$ cat src/prts_pkg.sv
// ----------------------------------------------------------------------------
// prts_pkg
// shared types, ring layout tables and constants for the priority ring stager
// ----------------------------------------------------------------------------
package prts_pkg;

  // field widths fixed by the request and result formats
  localparam int CH_W     = 3;
  localparam int HANDLE_W = 32;
  localparam int LEN_W    = 8;
  localparam int MASK_W   = 7;
  localparam int PTR_W    = 3;
  localparam int CNT_W    = 4;
  localparam int DROP_W   = 32;

  // ring layout
  localparam int RING_SLOTS  = 8;
  localparam int STORE_DEPTH = 35;
  localparam int ADDR_W      = $clog2(STORE_DEPTH);

  localparam int MAX_PACKET_LEN  = 244;
  localparam int DEF_NUM_RINGS   = 7;
  localparam int DEF_HANDLE_BITS = 32;

  localparam logic [CNT_W-1:0] MAX_DEPTH = 4'd8;

  // ring depths, powers of two (zero for the unused last slot) so a pointer wraps by masking
  localparam logic [CNT_W-1:0] DEPTH_OF [RING_SLOTS] =
    '{4'd4, 4'd2, 4'd8, 4'd8, 4'd1, 4'd8, 4'd4, 4'd0};

  // first descriptor slot of each ring
  localparam logic [ADDR_W-1:0] BASE_OF [RING_SLOTS] =
    '{6'd0, 6'd4, 6'd6, 6'd14, 6'd22, 6'd23, 6'd31, 6'd35};

  // the status ring overwrites without counting a drop
  localparam logic [RING_SLOTS-1:0] COUNTS_DROPS = 8'b1110_1111;

  typedef enum logic [1:0] {
    REQ_STAGE      = 2'd0,
    REQ_POP        = 2'd1,
    REQ_PUSH_FRONT = 2'd2,
    REQ_FLUSH      = 2'd3
  } req_type_t;

  typedef struct packed {
    req_type_t             req_type;
    logic [CH_W-1:0]       channel;
    logic [HANDLE_W-1:0]   packet_handle;
    logic [LEN_W-1:0]      length;
    logic                  link_up;
    logic [MASK_W-1:0]     ready_mask;
  } in_t;

  typedef struct packed {
    logic                  accepted;
    logic [CH_W-1:0]       out_channel;
    logic [HANDLE_W-1:0]   out_handle;
    logic [LEN_W-1:0]      out_length;
    logic                  evicted;
    logic [DROP_W-1:0]     drop_total;
    logic [CNT_W-1:0]      high_water;
  } out_t;

  // result of one request before the descriptor read data joins it
  typedef struct packed {
    logic                  accepted;
    logic [CH_W-1:0]       out_channel;
    logic                  evicted;
    logic                  popped;
    logic [DROP_W-1:0]     drop_total;
    logic [CNT_W-1:0]      high_water;
  } res_t;

  // descriptor memory command
  typedef struct packed {
    logic                  we;
    logic [ADDR_W-1:0]     waddr;
    logic                  re;
    logic [ADDR_W-1:0]     raddr;
  } mem_cmd_t;

endpackage

$ cat src/prts_desc_mem.sv
// ----------------------------------------------------------------------------
// prts_desc_mem
// descriptor store for all rings, one write and one registered read port
// ----------------------------------------------------------------------------
module prts_desc_mem #(
  parameter int WIDTH = prts_pkg::DEF_HANDLE_BITS + prts_pkg::LEN_W
) (
  input  logic                 clk,
  input  prts_pkg::mem_cmd_t   cmd,
  input  logic [WIDTH-1:0]     wdata,
  output logic [WIDTH-1:0]     rdata
);
  import prts_pkg::*;

  logic [WIDTH-1:0] mem_r [STORE_DEPTH];
  logic [WIDTH-1:0] rdata_r;

  always_ff @(posedge clk) begin
    if (cmd.we) begin
      mem_r[cmd.waddr] <= wdata;
    end
    if (cmd.re) begin
      rdata_r <= mem_r[cmd.raddr];
    end
  end

  assign rdata = rdata_r;

endmodule

$ cat src/prts_ring_ctrl.sv
// ----------------------------------------------------------------------------
// prts_ring_ctrl
// ring pointers and counters, request decode, drop counter and high-water mark
// ----------------------------------------------------------------------------
module prts_ring_ctrl #(
  parameter int NUM_RINGS   = prts_pkg::DEF_NUM_RINGS,
  parameter int HANDLE_BITS = prts_pkg::DEF_HANDLE_BITS
) (
  input  logic                                  clk,
  input  logic                                  rst_n,
  input  logic                                  step,
  input  prts_pkg::in_t                         req,
  output prts_pkg::res_t                        res,
  output prts_pkg::mem_cmd_t                    cmd,
  output logic [HANDLE_BITS+prts_pkg::LEN_W-1:0] wdata
);
  import prts_pkg::*;

  logic [PTR_W-1:0]  head_r   [NUM_RINGS];
  logic [PTR_W-1:0]  head_nxt [NUM_RINGS];
  logic [CNT_W-1:0]  cnt_r    [NUM_RINGS];
  logic [CNT_W-1:0]  cnt_nxt  [NUM_RINGS];
  logic [DROP_W-1:0] drop_r, drop_nxt;
  logic [CNT_W-1:0]  peak_r, peak_nxt;

  // addressed ring
  logic [PTR_W-1:0]  sel_head;
  logic [CNT_W-1:0]  sel_cnt;
  logic              sel_ok;
  logic [CNT_W-1:0]  sel_depth;
  logic [PTR_W-1:0]  sel_mask;
  logic              sel_full;
  logic [ADDR_W-1:0] sel_base;
  logic              len_ok;

  // pop candidate
  logic              pop_found;
  logic [CH_W-1:0]   pop_ring;
  logic [PTR_W-1:0]  pop_head;
  logic [CNT_W-1:0]  pop_cnt;
  logic [PTR_W-1:0]  pop_mask;

  // update of one ring
  logic              upd;
  logic [CH_W-1:0]   upd_ring;
  logic [PTR_W-1:0]  new_head;
  logic [CNT_W-1:0]  new_cnt;
  logic              flush;

  logic              acc, ev, popped;
  logic              we;
  logic [ADDR_W-1:0] waddr;

  always_comb begin
    sel_head = '0;
    sel_cnt  = '0;
    sel_ok   = 1'b0;
    for (int i = 0; i < NUM_RINGS; i++) begin
      if (req.channel == CH_W'(i)) begin
        sel_head = head_r[i];
        sel_cnt  = cnt_r[i];
        sel_ok   = (DEPTH_OF[i] != '0);
      end
    end
  end

  assign sel_depth = DEPTH_OF[req.channel];
  assign sel_mask  = PTR_W'(sel_depth - 4'd1);
  assign sel_full  = (sel_cnt >= sel_depth);
  assign sel_base  = BASE_OF[req.channel];
  assign len_ok    = (req.length != '0) && (req.length <= LEN_W'(MAX_PACKET_LEN));

  // lowest numbered ring that holds data and may send
  always_comb begin
    pop_found = 1'b0;
    pop_ring  = '0;
    pop_head  = '0;
    pop_cnt   = '0;
    for (int i = 0; i < NUM_RINGS; i++) begin
      if (!pop_found && cnt_r[i] != '0 && req.ready_mask[i]) begin
        pop_found = 1'b1;
        pop_ring  = CH_W'(i);
        pop_head  = head_r[i];
        pop_cnt   = cnt_r[i];
      end
    end
  end

  assign pop_mask = PTR_W'(DEPTH_OF[pop_ring] - 4'd1);

  always_comb begin
    upd      = 1'b0;
    upd_ring = req.channel;
    new_head = sel_head;
    new_cnt  = sel_cnt;
    flush    = 1'b0;
    acc      = 1'b0;
    ev       = 1'b0;
    popped   = 1'b0;
    we       = 1'b0;
    waddr    = sel_base + ADDR_W'(sel_head);
    drop_nxt = drop_r;
    peak_nxt = peak_r;
    case (req.req_type)
      REQ_STAGE: begin
        if (sel_ok && len_ok && req.link_up) begin
          upd = 1'b1;
          acc = 1'b1;
          we  = 1'b1;
          if (sel_full) begin
            // oldest entry gives way, new one lands in its slot
            ev       = 1'b1;
            new_head = (sel_head + 3'd1) & sel_mask;
            new_cnt  = sel_cnt;
            if (COUNTS_DROPS[req.channel]) begin
              drop_nxt = drop_r + 32'd1;
            end
          end else begin
            waddr   = sel_base + ADDR_W'((sel_head + sel_cnt[PTR_W-1:0]) & sel_mask);
            new_cnt = sel_cnt + 4'd1;
          end
          if (new_cnt > peak_r) begin
            peak_nxt = new_cnt;
          end
        end
      end
      REQ_PUSH_FRONT: begin
        if (sel_ok && len_ok && !(sel_full && !COUNTS_DROPS[req.channel])) begin
          upd = 1'b1;
          acc = 1'b1;
          we  = 1'b1;
          if (sel_full) begin
            // head is evicted and replaced in place
            ev       = 1'b1;
            drop_nxt = drop_r + 32'd1;
          end else begin
            new_head = (sel_head - 3'd1) & sel_mask;
            waddr    = sel_base + ADDR_W'(new_head);
            new_cnt  = sel_cnt + 4'd1;
          end
        end
      end
      REQ_POP: begin
        if (pop_found) begin
          upd      = 1'b1;
          acc      = 1'b1;
          popped   = 1'b1;
          upd_ring = pop_ring;
          new_head = (pop_head + 3'd1) & pop_mask;
          new_cnt  = pop_cnt - 4'd1;
        end
      end
      REQ_FLUSH: begin
        flush = 1'b1;
        acc   = 1'b1;
      end
      default: begin
        acc = 1'b0;
      end
    endcase
  end

  always_comb begin
    for (int i = 0; i < NUM_RINGS; i++) begin
      head_nxt[i] = head_r[i];
      cnt_nxt[i]  = cnt_r[i];
      if (flush) begin
        head_nxt[i] = '0;
        cnt_nxt[i]  = '0;
      end else if (upd && upd_ring == CH_W'(i)) begin
        head_nxt[i] = new_head;
        cnt_nxt[i]  = new_cnt;
      end
    end
  end

  always_ff @(posedge clk) begin
    if (!rst_n) begin
      for (int i = 0; i < NUM_RINGS; i++) begin
        head_r[i] <= '0;
        cnt_r[i]  <= '0;
      end
      drop_r <= '0;
      peak_r <= '0;
    end else if (step) begin
      for (int i = 0; i < NUM_RINGS; i++) begin
        head_r[i] <= head_nxt[i];
        cnt_r[i]  <= cnt_nxt[i];
      end
      drop_r <= drop_nxt;
      peak_r <= peak_nxt;
    end
  end

  assign cmd.we    = we && step;
  assign cmd.waddr = waddr;
  assign cmd.re    = step;
  assign cmd.raddr = BASE_OF[pop_ring] + ADDR_W'(pop_head);

  assign wdata = {req.length, req.packet_handle[HANDLE_BITS-1:0]};

  assign res.accepted    = acc;
  assign res.out_channel = popped ? pop_ring : '0;
  assign res.evicted     = ev;
  assign res.popped      = popped;
  assign res.drop_total  = drop_nxt;
  assign res.high_water  = peak_nxt;

endmodule

$ cat src/priority_multi_ring_tx_stager_top.sv
// ----------------------------------------------------------------------------
// priority_multi_ring_tx_stager_top
// seven transmit descriptor rings with strict drain priority, drop-oldest on
// full rings, push-front, flush, drop counter and high-water mark
// ----------------------------------------------------------------------------
//
//   port group   dir   handshake              payload
//   in_*         in    in_valid / in_ready    in_data   (prts_pkg::in_t)
//   out_*        out   out_valid / out_ready  out_data  (prts_pkg::out_t)
//
// one request per cycle sustained while out_ready is high; a request is held
// in the request register, then the ring update and descriptor memory access
// land in the result register, from which the result is offered; the result
// register stage is set by the single write / registered read descriptor memory
// rst_n (synchronous) clears ring pointers, counts, drop counter and peak;
// descriptor memory is not cleared and needs no clearing pass
// while out_ready is low the result holds and the request register holds;
// one more request is still taken while the result waits
//
module priority_multi_ring_tx_stager_top #(
  parameter int NUM_RINGS   = prts_pkg::DEF_NUM_RINGS,
  parameter int HANDLE_BITS = prts_pkg::DEF_HANDLE_BITS
) (
  input  logic            clk,
  input  logic            rst_n,
  input  logic            in_valid,
  output logic            in_ready,
  input  prts_pkg::in_t   in_data,
  output logic            out_valid,
  input  logic            out_ready,
  output prts_pkg::out_t  out_data
);
  import prts_pkg::*;

  localparam int ENTRY_W = HANDLE_BITS + LEN_W;

  // request register
  logic     a_valid_r, a_valid_nxt;
  in_t      a_data_r;

  // result register (descriptor read data registered inside the memory)
  logic     b_valid_r, b_valid_nxt;
  res_t     b_res_r;

  logic     in_fire;
  logic     load_b;

  res_t                 res;
  mem_cmd_t             cmd;
  logic [ENTRY_W-1:0]   wdata;
  logic [ENTRY_W-1:0]   rdata;

  // request moves on when the result register is empty or being drained
  assign load_b   = a_valid_r && (!b_valid_r || out_ready);
  assign in_ready = !a_valid_r || load_b;
  assign in_fire  = in_valid && in_ready;

  always_comb begin
    a_valid_nxt = a_valid_r;
    if (in_fire) begin
      a_valid_nxt = 1'b1;
    end else if (load_b) begin
      a_valid_nxt = 1'b0;
    end
  end

  always_comb begin
    b_valid_nxt = b_valid_r;
    if (load_b) begin
      b_valid_nxt = 1'b1;
    end else if (out_ready) begin
      b_valid_nxt = 1'b0;
    end
  end

  always_ff @(posedge clk) begin
    if (!rst_n) begin
      a_valid_r <= 1'b0;
      b_valid_r <= 1'b0;
    end else begin
      a_valid_r <= a_valid_nxt;
      b_valid_r <= b_valid_nxt;
    end
  end

  always_ff @(posedge clk) begin
    if (in_fire) begin
      a_data_r <= in_data;
    end
    if (load_b) begin
      b_res_r <= res;
    end
  end

  // ring state, decode and counters
  prts_ring_ctrl #(
    .NUM_RINGS   (NUM_RINGS),
    .HANDLE_BITS (HANDLE_BITS)
  ) u_ctrl (
    .clk   (clk),
    .rst_n (rst_n),
    .step  (load_b),
    .req   (a_data_r),
    .res   (res),
    .cmd   (cmd),
    .wdata (wdata)
  );

  // descriptor store, read data arrives with the result register
  prts_desc_mem #(
    .WIDTH (ENTRY_W)
  ) u_mem (
    .clk   (clk),
    .cmd   (cmd),
    .wdata (wdata),
    .rdata (rdata)
  );

  // popped descriptor fields only on a successful pop
  assign out_valid            = b_valid_r;
  assign out_data.accepted    = b_res_r.accepted;
  assign out_data.out_channel = b_res_r.out_channel;
  assign out_data.out_handle  = b_res_r.popped ? HANDLE_W'(rdata[HANDLE_BITS-1:0]) : '0;
  assign out_data.out_length  = b_res_r.popped ? rdata[ENTRY_W-1:HANDLE_BITS] : '0;
  assign out_data.evicted     = b_res_r.evicted;
  assign out_data.drop_total  = b_res_r.drop_total;
  assign out_data.high_water  = b_res_r.high_water;

  // an eviction only ever comes with a request that took effect
  a_evict_acc: assert property (@(posedge clk) disable iff (!rst_n)
    out_valid && out_data.evicted |-> out_data.accepted)
    else $error("eviction reported on a request that did not take effect");

  // popped descriptors were staged with a checked length
  a_pop_len: assert property (@(posedge clk) disable iff (!rst_n)
    out_valid && b_res_r.popped |->
      out_data.out_length != '0 && out_data.out_length <= LEN_W'(MAX_PACKET_LEN))
    else $error("popped descriptor with a length outside the valid range");

  // occupancy never exceeds the deepest ring
  a_peak: assert property (@(posedge clk) disable iff (!rst_n)
    out_valid |-> out_data.high_water <= MAX_DEPTH)
    else $error("high-water mark above the deepest ring");

  // one request adds at most one drop
  a_drop_step: assert property (@(posedge clk) disable iff (!rst_n)
    (out_valid && out_ready) ##1 out_valid |->
      (out_data.drop_total - $past(out_data.drop_total)) <= 32'd1)
    else $error("drop counter moved by more than one between results");

endmodule

$ cat config.mk
export PLATFORM = sky130hd
export DESIGN_NAME = priority_multi_ring_tx_stager_top
export DESIGN_NICKNAME = d
export VERILOG_FILES = /design/src/prts_pkg.sv /design/src/prts_desc_mem.sv /design/src/prts_ring_ctrl.sv /design/src/priority_multi_ring_tx_stager_top.sv
export SDC_FILE = /design/constraint.sdc
export NUM_CORES = 2
export LEC_CHECK = 0
export BUFFER_PORTS_ARGS = -buffer_cell sky130_fd_sc_hd__buf_2
export CAP_MARGIN = 25
export CORE_MARGIN = 3
export CORE_UTILIZATION = 55
export CTS_BUF_LIST = sky130_fd_sc_hd__clkbuf_8
export CTS_CLUSTER_SIZE = 24
export DETAILED_ROUTE_END_ITERATION = 6
export GPL_TIMING_DRIVEN = 0
export HOLD_SLACK_MARGIN = 0.1
export MAX_ROUTING_LAYER = met4
export PLACE_DENSITY = 0.8
export SYNTH_ARGS = -nofsm -noshare
export SYNTH_HDL_FRONTEND = slang
export SYNTH_SLANG_ARGS = --single-unit
$ cat constraint.sdc
create_clock -name clk -period 27.1 [get_ports clk]
set_input_delay 4.065 -clock clk [delete_from_list [all_inputs] [get_ports clk]]
set_output_delay 4.065 -clock clk [all_outputs]
set_load 0.01 [all_outputs]
; ---- Word-level counts from Yosys, hierarchy flattened
; Memory sizes are Yosys's and may differ from the RTL's. A register that Yosys moved wholly into a read port is not among the register bits.
; Cells that the tools add are included.
[word_totals]
mem_bits_ro = 168
in_bits = 57
regBits = 133
ram_bits = 1449
memories = 8
[memory_table]
columns = memory, words, width, rd, rd_clocked_by_memory_dff, wr, line_no
row1 = u_mem.mem_r, 35, 40, 1, 1, 1, prts_desc_mem.sv:15  ; logic [WIDTH-1:0] mem_r [STORE_DEPTH];
row2 = (no name shown), 8, 6, 1, 0, 0, prts_ring_ctrl.sv:70  ; assign sel_base = BASE_OF[req.channel];
row3 = (no name shown), 8, 6, 1, 0, 0, prts_ring_ctrl.sv:198  ; assign cmd.raddr = BASE_OF[pop_ring] + ADDR_W'(pop_head);
row4 = (no name shown), 8, 4, 1, 0, 0, prts_ring_ctrl.sv:67  ; assign sel_depth = DEPTH_OF[req.channel];
row5 = (no name shown), 8, 4, 1, 0, 0, prts_ring_ctrl.sv:89  ; assign pop_mask = PTR_W'(DEPTH_OF[pop_ring] - 4'd1);
row6 = u_ctrl.cnt_r, 7, 4, 7, 0, 7, prts_ring_ctrl.sv:21  ; logic [CNT_W-1:0] cnt_r [NUM_RINGS];
row7 = +2 memories, --, --, --, --, --, --
[op_classes]
n_addsub = 13
n_reduce_logical = 53
n_eq_ne = 15
muxes = 153
bitwise_logic = 20
magnitude_cmp = 6
[op_table]
columns = operator, n
row1 = $mux 32, 6
row2 = $mux 4, 46
row3 = $mux 3, 48
row4 = $pmux 32 s2, 1
row5 = $mux 6, 8
row6 = $mux 1, 34
row7 = $add 32x1->32 const B, 1
row8 = $logic_and 1x1->1, 28
row9 = $reduce_bool 4->1, 7
row10 = $add 6x3->6, 3
row11 = $eq 3x3->1 const B, 6
row12 = $or 1x1->1, 14
row13 = $eq 3x2->1 const B, 4
row14 = $pmux 4 s3, 1
row15 = $pmux 6 s2, 1
row16 = $logic_not 1->1, 10
row17 = $and 3x3->3, 3
row18 = $pmux 3 s3, 1
row19 = $sub 3x1->3 const B, 3
row20 = $ge 4x4->1 const B, 2
row21 = $le 8x8->1 const B, 1
row22 = $mux 8, 1
row23 = $not 3->4, 2
row24 = $reduce_bool 8->1, 1
row25 = 20 further kinds, 28

; ---- Longest topological paths before layout
; An unclocked memory read counts as a cell.
[depth]
ltp_word = 39
ltp_mapped = 21

; ---- By module
; From an unflattened synthesis, not the netlist that was laid out.
[hier_totals]
cells_unflattened = 3972
area_unflattened_um2 = 66860.4
[by_module_without_submodules]
columns = mod, seq_area_each_um2, area_each_um2, instances, cells_per_inst
row1 = prts_desc_mem, 43241.5, 56145.1, 1, 2965
row2 = prts_ring_ctrl, 2192.1, 7180.6, 1, 818
row3 = priority_multi_ring_tx_stager_top, 2892.8, 3534.6, 1, 189

; ---- Least setup slack after synthesis
; Ideal clock, no wire load.
[synth_path]
path_kind = in2reg
start = input port out_ready
end = memory u_mem.mem_r[18][0] (netlist bit), enable pin
required_ns = 26.563
setup_time_ns = 0.537
setup_slack_ns = 17.640
arrival_ns = 8.923
cell_stages = 6
n_path_buf = 1
path_cell_list = nor2b_1 > nand2b_1 > clkbuf_1 > nor4_1 > nand3_1 > nor4_1
[synth_via]
elab_chain_cells = 5
[synth_rtl]
columns = item, line_no
row1 = from (decl), priority_multi_ring_tx_stager_top.sv:30  ; input logic out_ready,
row2 = $logic_or 1x1->1, priority_multi_ring_tx_stager_top.sv:54  ; assign load_b = a_valid_r && (!b_valid_r || out_ready);
row3 = $logic_and 1x1->1, priority_multi_ring_tx_stager_top.sv:54
row4 = $logic_and 1x1->1, prts_ring_ctrl.sv:195  ; assign cmd.we = we && step;
row5 = $mux 1, prts_desc_mem.sv:19  ; if (cmd.we) begin
row6 = $mux 1 (implied by the code), prts_desc_mem.sv:20  ; mem_r[cmd.waddr] <= wdata;
row7 = to (decl), prts_desc_mem.sv:15
; Every way passes these cells.

; ---- Worst setup path after layout
[layout_path]
start = input port out_ready
end = output port in_ready
[layout_via]
elab_chain_cells = 3
[layout_rtl]
columns = item, line_no
row1 = $logic_or 1x1->1, priority_multi_ring_tx_stager_top.sv:54
row2 = $logic_and 1x1->1, priority_multi_ring_tx_stager_top.sv:54
row3 = $logic_or 1x1->1, priority_multi_ring_tx_stager_top.sv:55  ; assign in_ready = !a_valid_r || load_b;
row4 = to (decl), priority_multi_ring_tx_stager_top.sv:27  ; output logic in_ready,
; Every way passes these cells.

==> flow_metrics.env <==
export IMPL_status="completed"
export IMPL_ys_seq_area_frac=0.741
export IMPL_period_minus_slack_ps=8750
export IMPL_place_ws_ps=18400
export IMPL_swShare=0.277
export IMPL_cts_root_buf="clkbuf_8"
export IMPL_final_antenna_net_count=0
export IMPL_finalSetupTns_ps=0
export IMPL_fp_dieArea_um2=123000
export IMPL_syn_area_per_cell_um2=18.6
export IMPL_grt_pass1_wl_um=242000
export IMPL_combPwrFrac=0.180
export IMPL_p_switching_w=0.00157
export IMPL_drv_slew=0
export IMPL_post_route_period_util=0.323
export IMPL_syn_to_final_growth_pct=16.1
export IMPL_dpl_instance_area_um2=70600
export IMPL_finClkSkew_ps=88.9
export IMPL_ys_warn_count=0
export IMPL_drtPass1Iterations=6
export IMPL_setup_worst_path_end_class="primary output"
export IMPL_p_leak_nw=25.5
export IMPL_drcViolationCount=0
export IMPL_critical_path_class="input port to primary output"
export IMPL_drt_total_wl_um=167000
export IMPL_clk_pin_slew_ps=60
export IMPL_setup_viol_count_final=0
export IMPL_port_buffers=139
export IMPL_rows=125
export IMPL_worst_pin_slew_ps=1170
export IMPL_grt_use_total=0.280
export IMPL_worstPathRequired_ps=23030
export IMPL_worstSkewPairLatency_ps=950
export IMPL_yosys_cell_types_count=73
export IMPL_start_kind="input port"
export IMPL_postLayoutSetupSlackWorst_ps=18350
export IMPL_antenna_found_initial=14
export IMPL_maxSlewHeadroom=0.223
export IMPL_synth_edf_count=1584
export IMPL_ioPinCount=140
export IMPL_htreeDepth=4
export IMPL_hold_viol_final=0
export IMPL_postCtsSetupBuffers=0
export IMPL_p_int_w=0.00410
export IMPL_post_route_cell_area_um2=75700
export IMPL_numCtsBuffers=239
export IMPL_grt_max_degree=54
export IMPL_synth_cells=3505
export IMPL_drv_cap=0
export IMPL_fmax_ghz=0.114
export IMPL_clock_sinks=1623
export IMPL_ys_ff_latch=1623
export IMPL_cp_arrival_ps=4690
export IMPL_gr_total_overflow=0
export IMPL_die_w_um=350
export IMPL_dp_hpwl_um=114000
export IMPL_layout_nets=4230
export IMPL_crit_path_max_fanout=4
export IMPL_synthFlopType="edfxtp_1"
export IMPL_vias=37289
export IMPL_hold_class="register to register"
export IMPL_ctsHoldBuffers=0
export IMPL_syn_nets=3594
export IMPL_cts_resized=0
export IMPL_p_seq_frac=0.499
export IMPL_nFillCells=7466
export IMPL_power_frac_clock=0.322
export IMPL_cellPowerDensity_nw_per_um2=75.0
export IMPL_coreArea_um2=117000
export IMPL_syn_cell_area_um2=65200
export IMPL_gp_congestion=0.933
export IMPL_final_util=0.647
export IMPL_cts_tree="done"
export IMPL_cts_buffer_depth=3
export IMPL_first_global_vias=36925
export IMPL_wl_per_cell_um=28.4
export IMPL_rsz0062_at_grt="no"
export IMPL_die_y_um=350
export IMPL_via_per_inst=6.36
export IMPL_drive_above_1_share=0.273
export IMPL_async_flop_share=0
export IMPL_start_util=0.558
export IMPL_drt_iter0_drc=5138
export IMPL_ir_drop_mv=0.0467
area by class of cell:
| class | count | area, um2 | share of cell area |
|---|---|---|---|
| plain buffers | 226 | 1030 | 0.0136 |
| repair buffers | 395 | 3950 | 0.0521 |
| inverters | 30 | 115 | 0.00152 |
| clock inverters | 181 | 1020 | 0.0134 |
| multi-input cells | 1626 | 15900 | 0.211 |
| diodes | 11 | 27.5 | 0.000364 |
| well taps | 1524 | 1910 | 0.0252 |
| flip-flops and latches | 1623 | 48300 | 0.639 |
| clock buffers | 245 | 3370 | 0.0445 |
logic make-up after synthesis:
group                    count (synthesis)  synth area share
AND/OR/NAND/NOR                        753            0.0562
AO/OA/AOI/OAI                          306            0.0348
adder cells (fa/ha/maj)                 32           0.00671
multiplexers                           465             0.134
buffers and inverters                  256            0.0175
XOR/XNOR                                70           0.00940
flip-flops                            1623             0.741
power by group through the flow:
stage	sequential [W]	clock (W)	combinational [W]
global placement	0.00291	0	0.000911
finish	0.00283	0.00183	0.00102
floorplan	0.00288	0	0.000621
CTS	0.00285	0.00185	0.000980
detailed placement	0.00290	0	0.000972
global route	0.00283	0.00196	0.00108
cells in the mapped netlist (34+ instances only):
| cell | count | share of area |
|---|---|---|
| a21oi_1 | 73 | 0.0056 |
| a22oi_1 | 47 | 0.0054 |
| and2_1 | 76 | 0.0073 |
| buf_4 | 41 | 0.0047 |
| clkbuf_1 | 150 | 0.0086 |
| dfxtp_1 | 39 | 0.012 |
| edfxtp_1 | 1584 | 0.73 |
| mux2_2 | 44 | 0.0076 |
| mux2i_1 | 98 | 0.015 |
| mux4_2 | 323 | 0.11 |
| nand2_1 | 224 | 0.013 |
| nand3_1 | 194 | 0.015 |
| nor2_1 | 88 | 0.0051 |
| nor3_1 | 59 | 0.0045 |
| o211a_1 | 42 | 0.0064 |
| xnor2_1 | 34 | 0.0046 |
| xor2_1 | 36 | 0.0048 |
flip-flops by register name, summed over array words and instances, names as in the netlist, named ones only:
signal,cells
u_mem.rdata,40
out_valid,1
u_mem.mem_r,1400
u_ctrl.cnt_r,28
u_ctrl.drop_r,32
u_ctrl.head_r,21
b_res_r,1
out_data,41
u_ctrl.peak_r,4
a_valid_r,1
a_data_r,53
final timing paths:
kind                                 startpoint                             to  slack (ps)  depth (start not counted)
hold reg to reg   u_ctrl.peak_r[1]$_SDFFE_PN0P_  u_ctrl.peak_r[1]$_SDFFE_PN0P_         490                          2
setup reg to reg         a_data_r[50]$_DFFE_PP_  u_mem.mem_r[14][30]$_DFFE_PP_       18490                         20
hold / removal    u_ctrl.peak_r[1]$_SDFFE_PN0P_  u_ctrl.peak_r[1]$_SDFFE_PN0P_         490                          2
setup / recovery                      out_ready                       in_ready       18350                          4
cells in the final DEF (no fill, tap or decap), types with 24 or more instances in the layout:
cell type	netlist	final
edfxtp_1	1584	1584
mux4_2	323	323
clkbuf_8	0	245
nand2_1	224	224
nand3_1	194	194
buf_2	21	161
clkbuf_1	150	149
buf_4	41	124
inv_1	29	106
buf_6	0	104
mux2i_1	98	98
nor2_1	88	88
and2_1	76	76
a21oi_1	73	73
clkinv_1	0	50
a22oi_1	47	47
mux2_2	44	44
o211a_1	42	42
dfxtp_1	39	39
xor2_1	36	36
nor3_1	59	35
buf_16	0	35
xnor2_1	34	33
clkinv_2	0	32
buf_8	0	30
o21ai_0	29	29
ha_1	27	27
nor3_2	0	24
worst max-delay path: stages:
cell and delay, ps:
buf_2 100, nor2b_1 230, nand2_1 130, buf_2 160
metal layers:
layer  vias up  global-route usage  routed length, um
met5         -                   -                  0
met4         0               0.111               5890
met3       383              0.0662              18300
met2      2474               0.435              82000
met1     18962               0.361              60400
li1      15470                   -                  -
metrics by stage:
| step | power [W] | hold slack (ps) | std cells |
|---|---|---|---|
| floorplan | 0.00351 | 453 | 3505 |
| global placement | 0.00382 | 464 | 5168 |
| detailed placement | 0.00387 | 485 | 5390 |
| CTS | 0.00567 | 493 | 5816 |
| global route | 0.00587 | 535 | 5860 |
| finish | 0.00568 | 491 | 5861 |
Power figures use the tool's default switching activity.
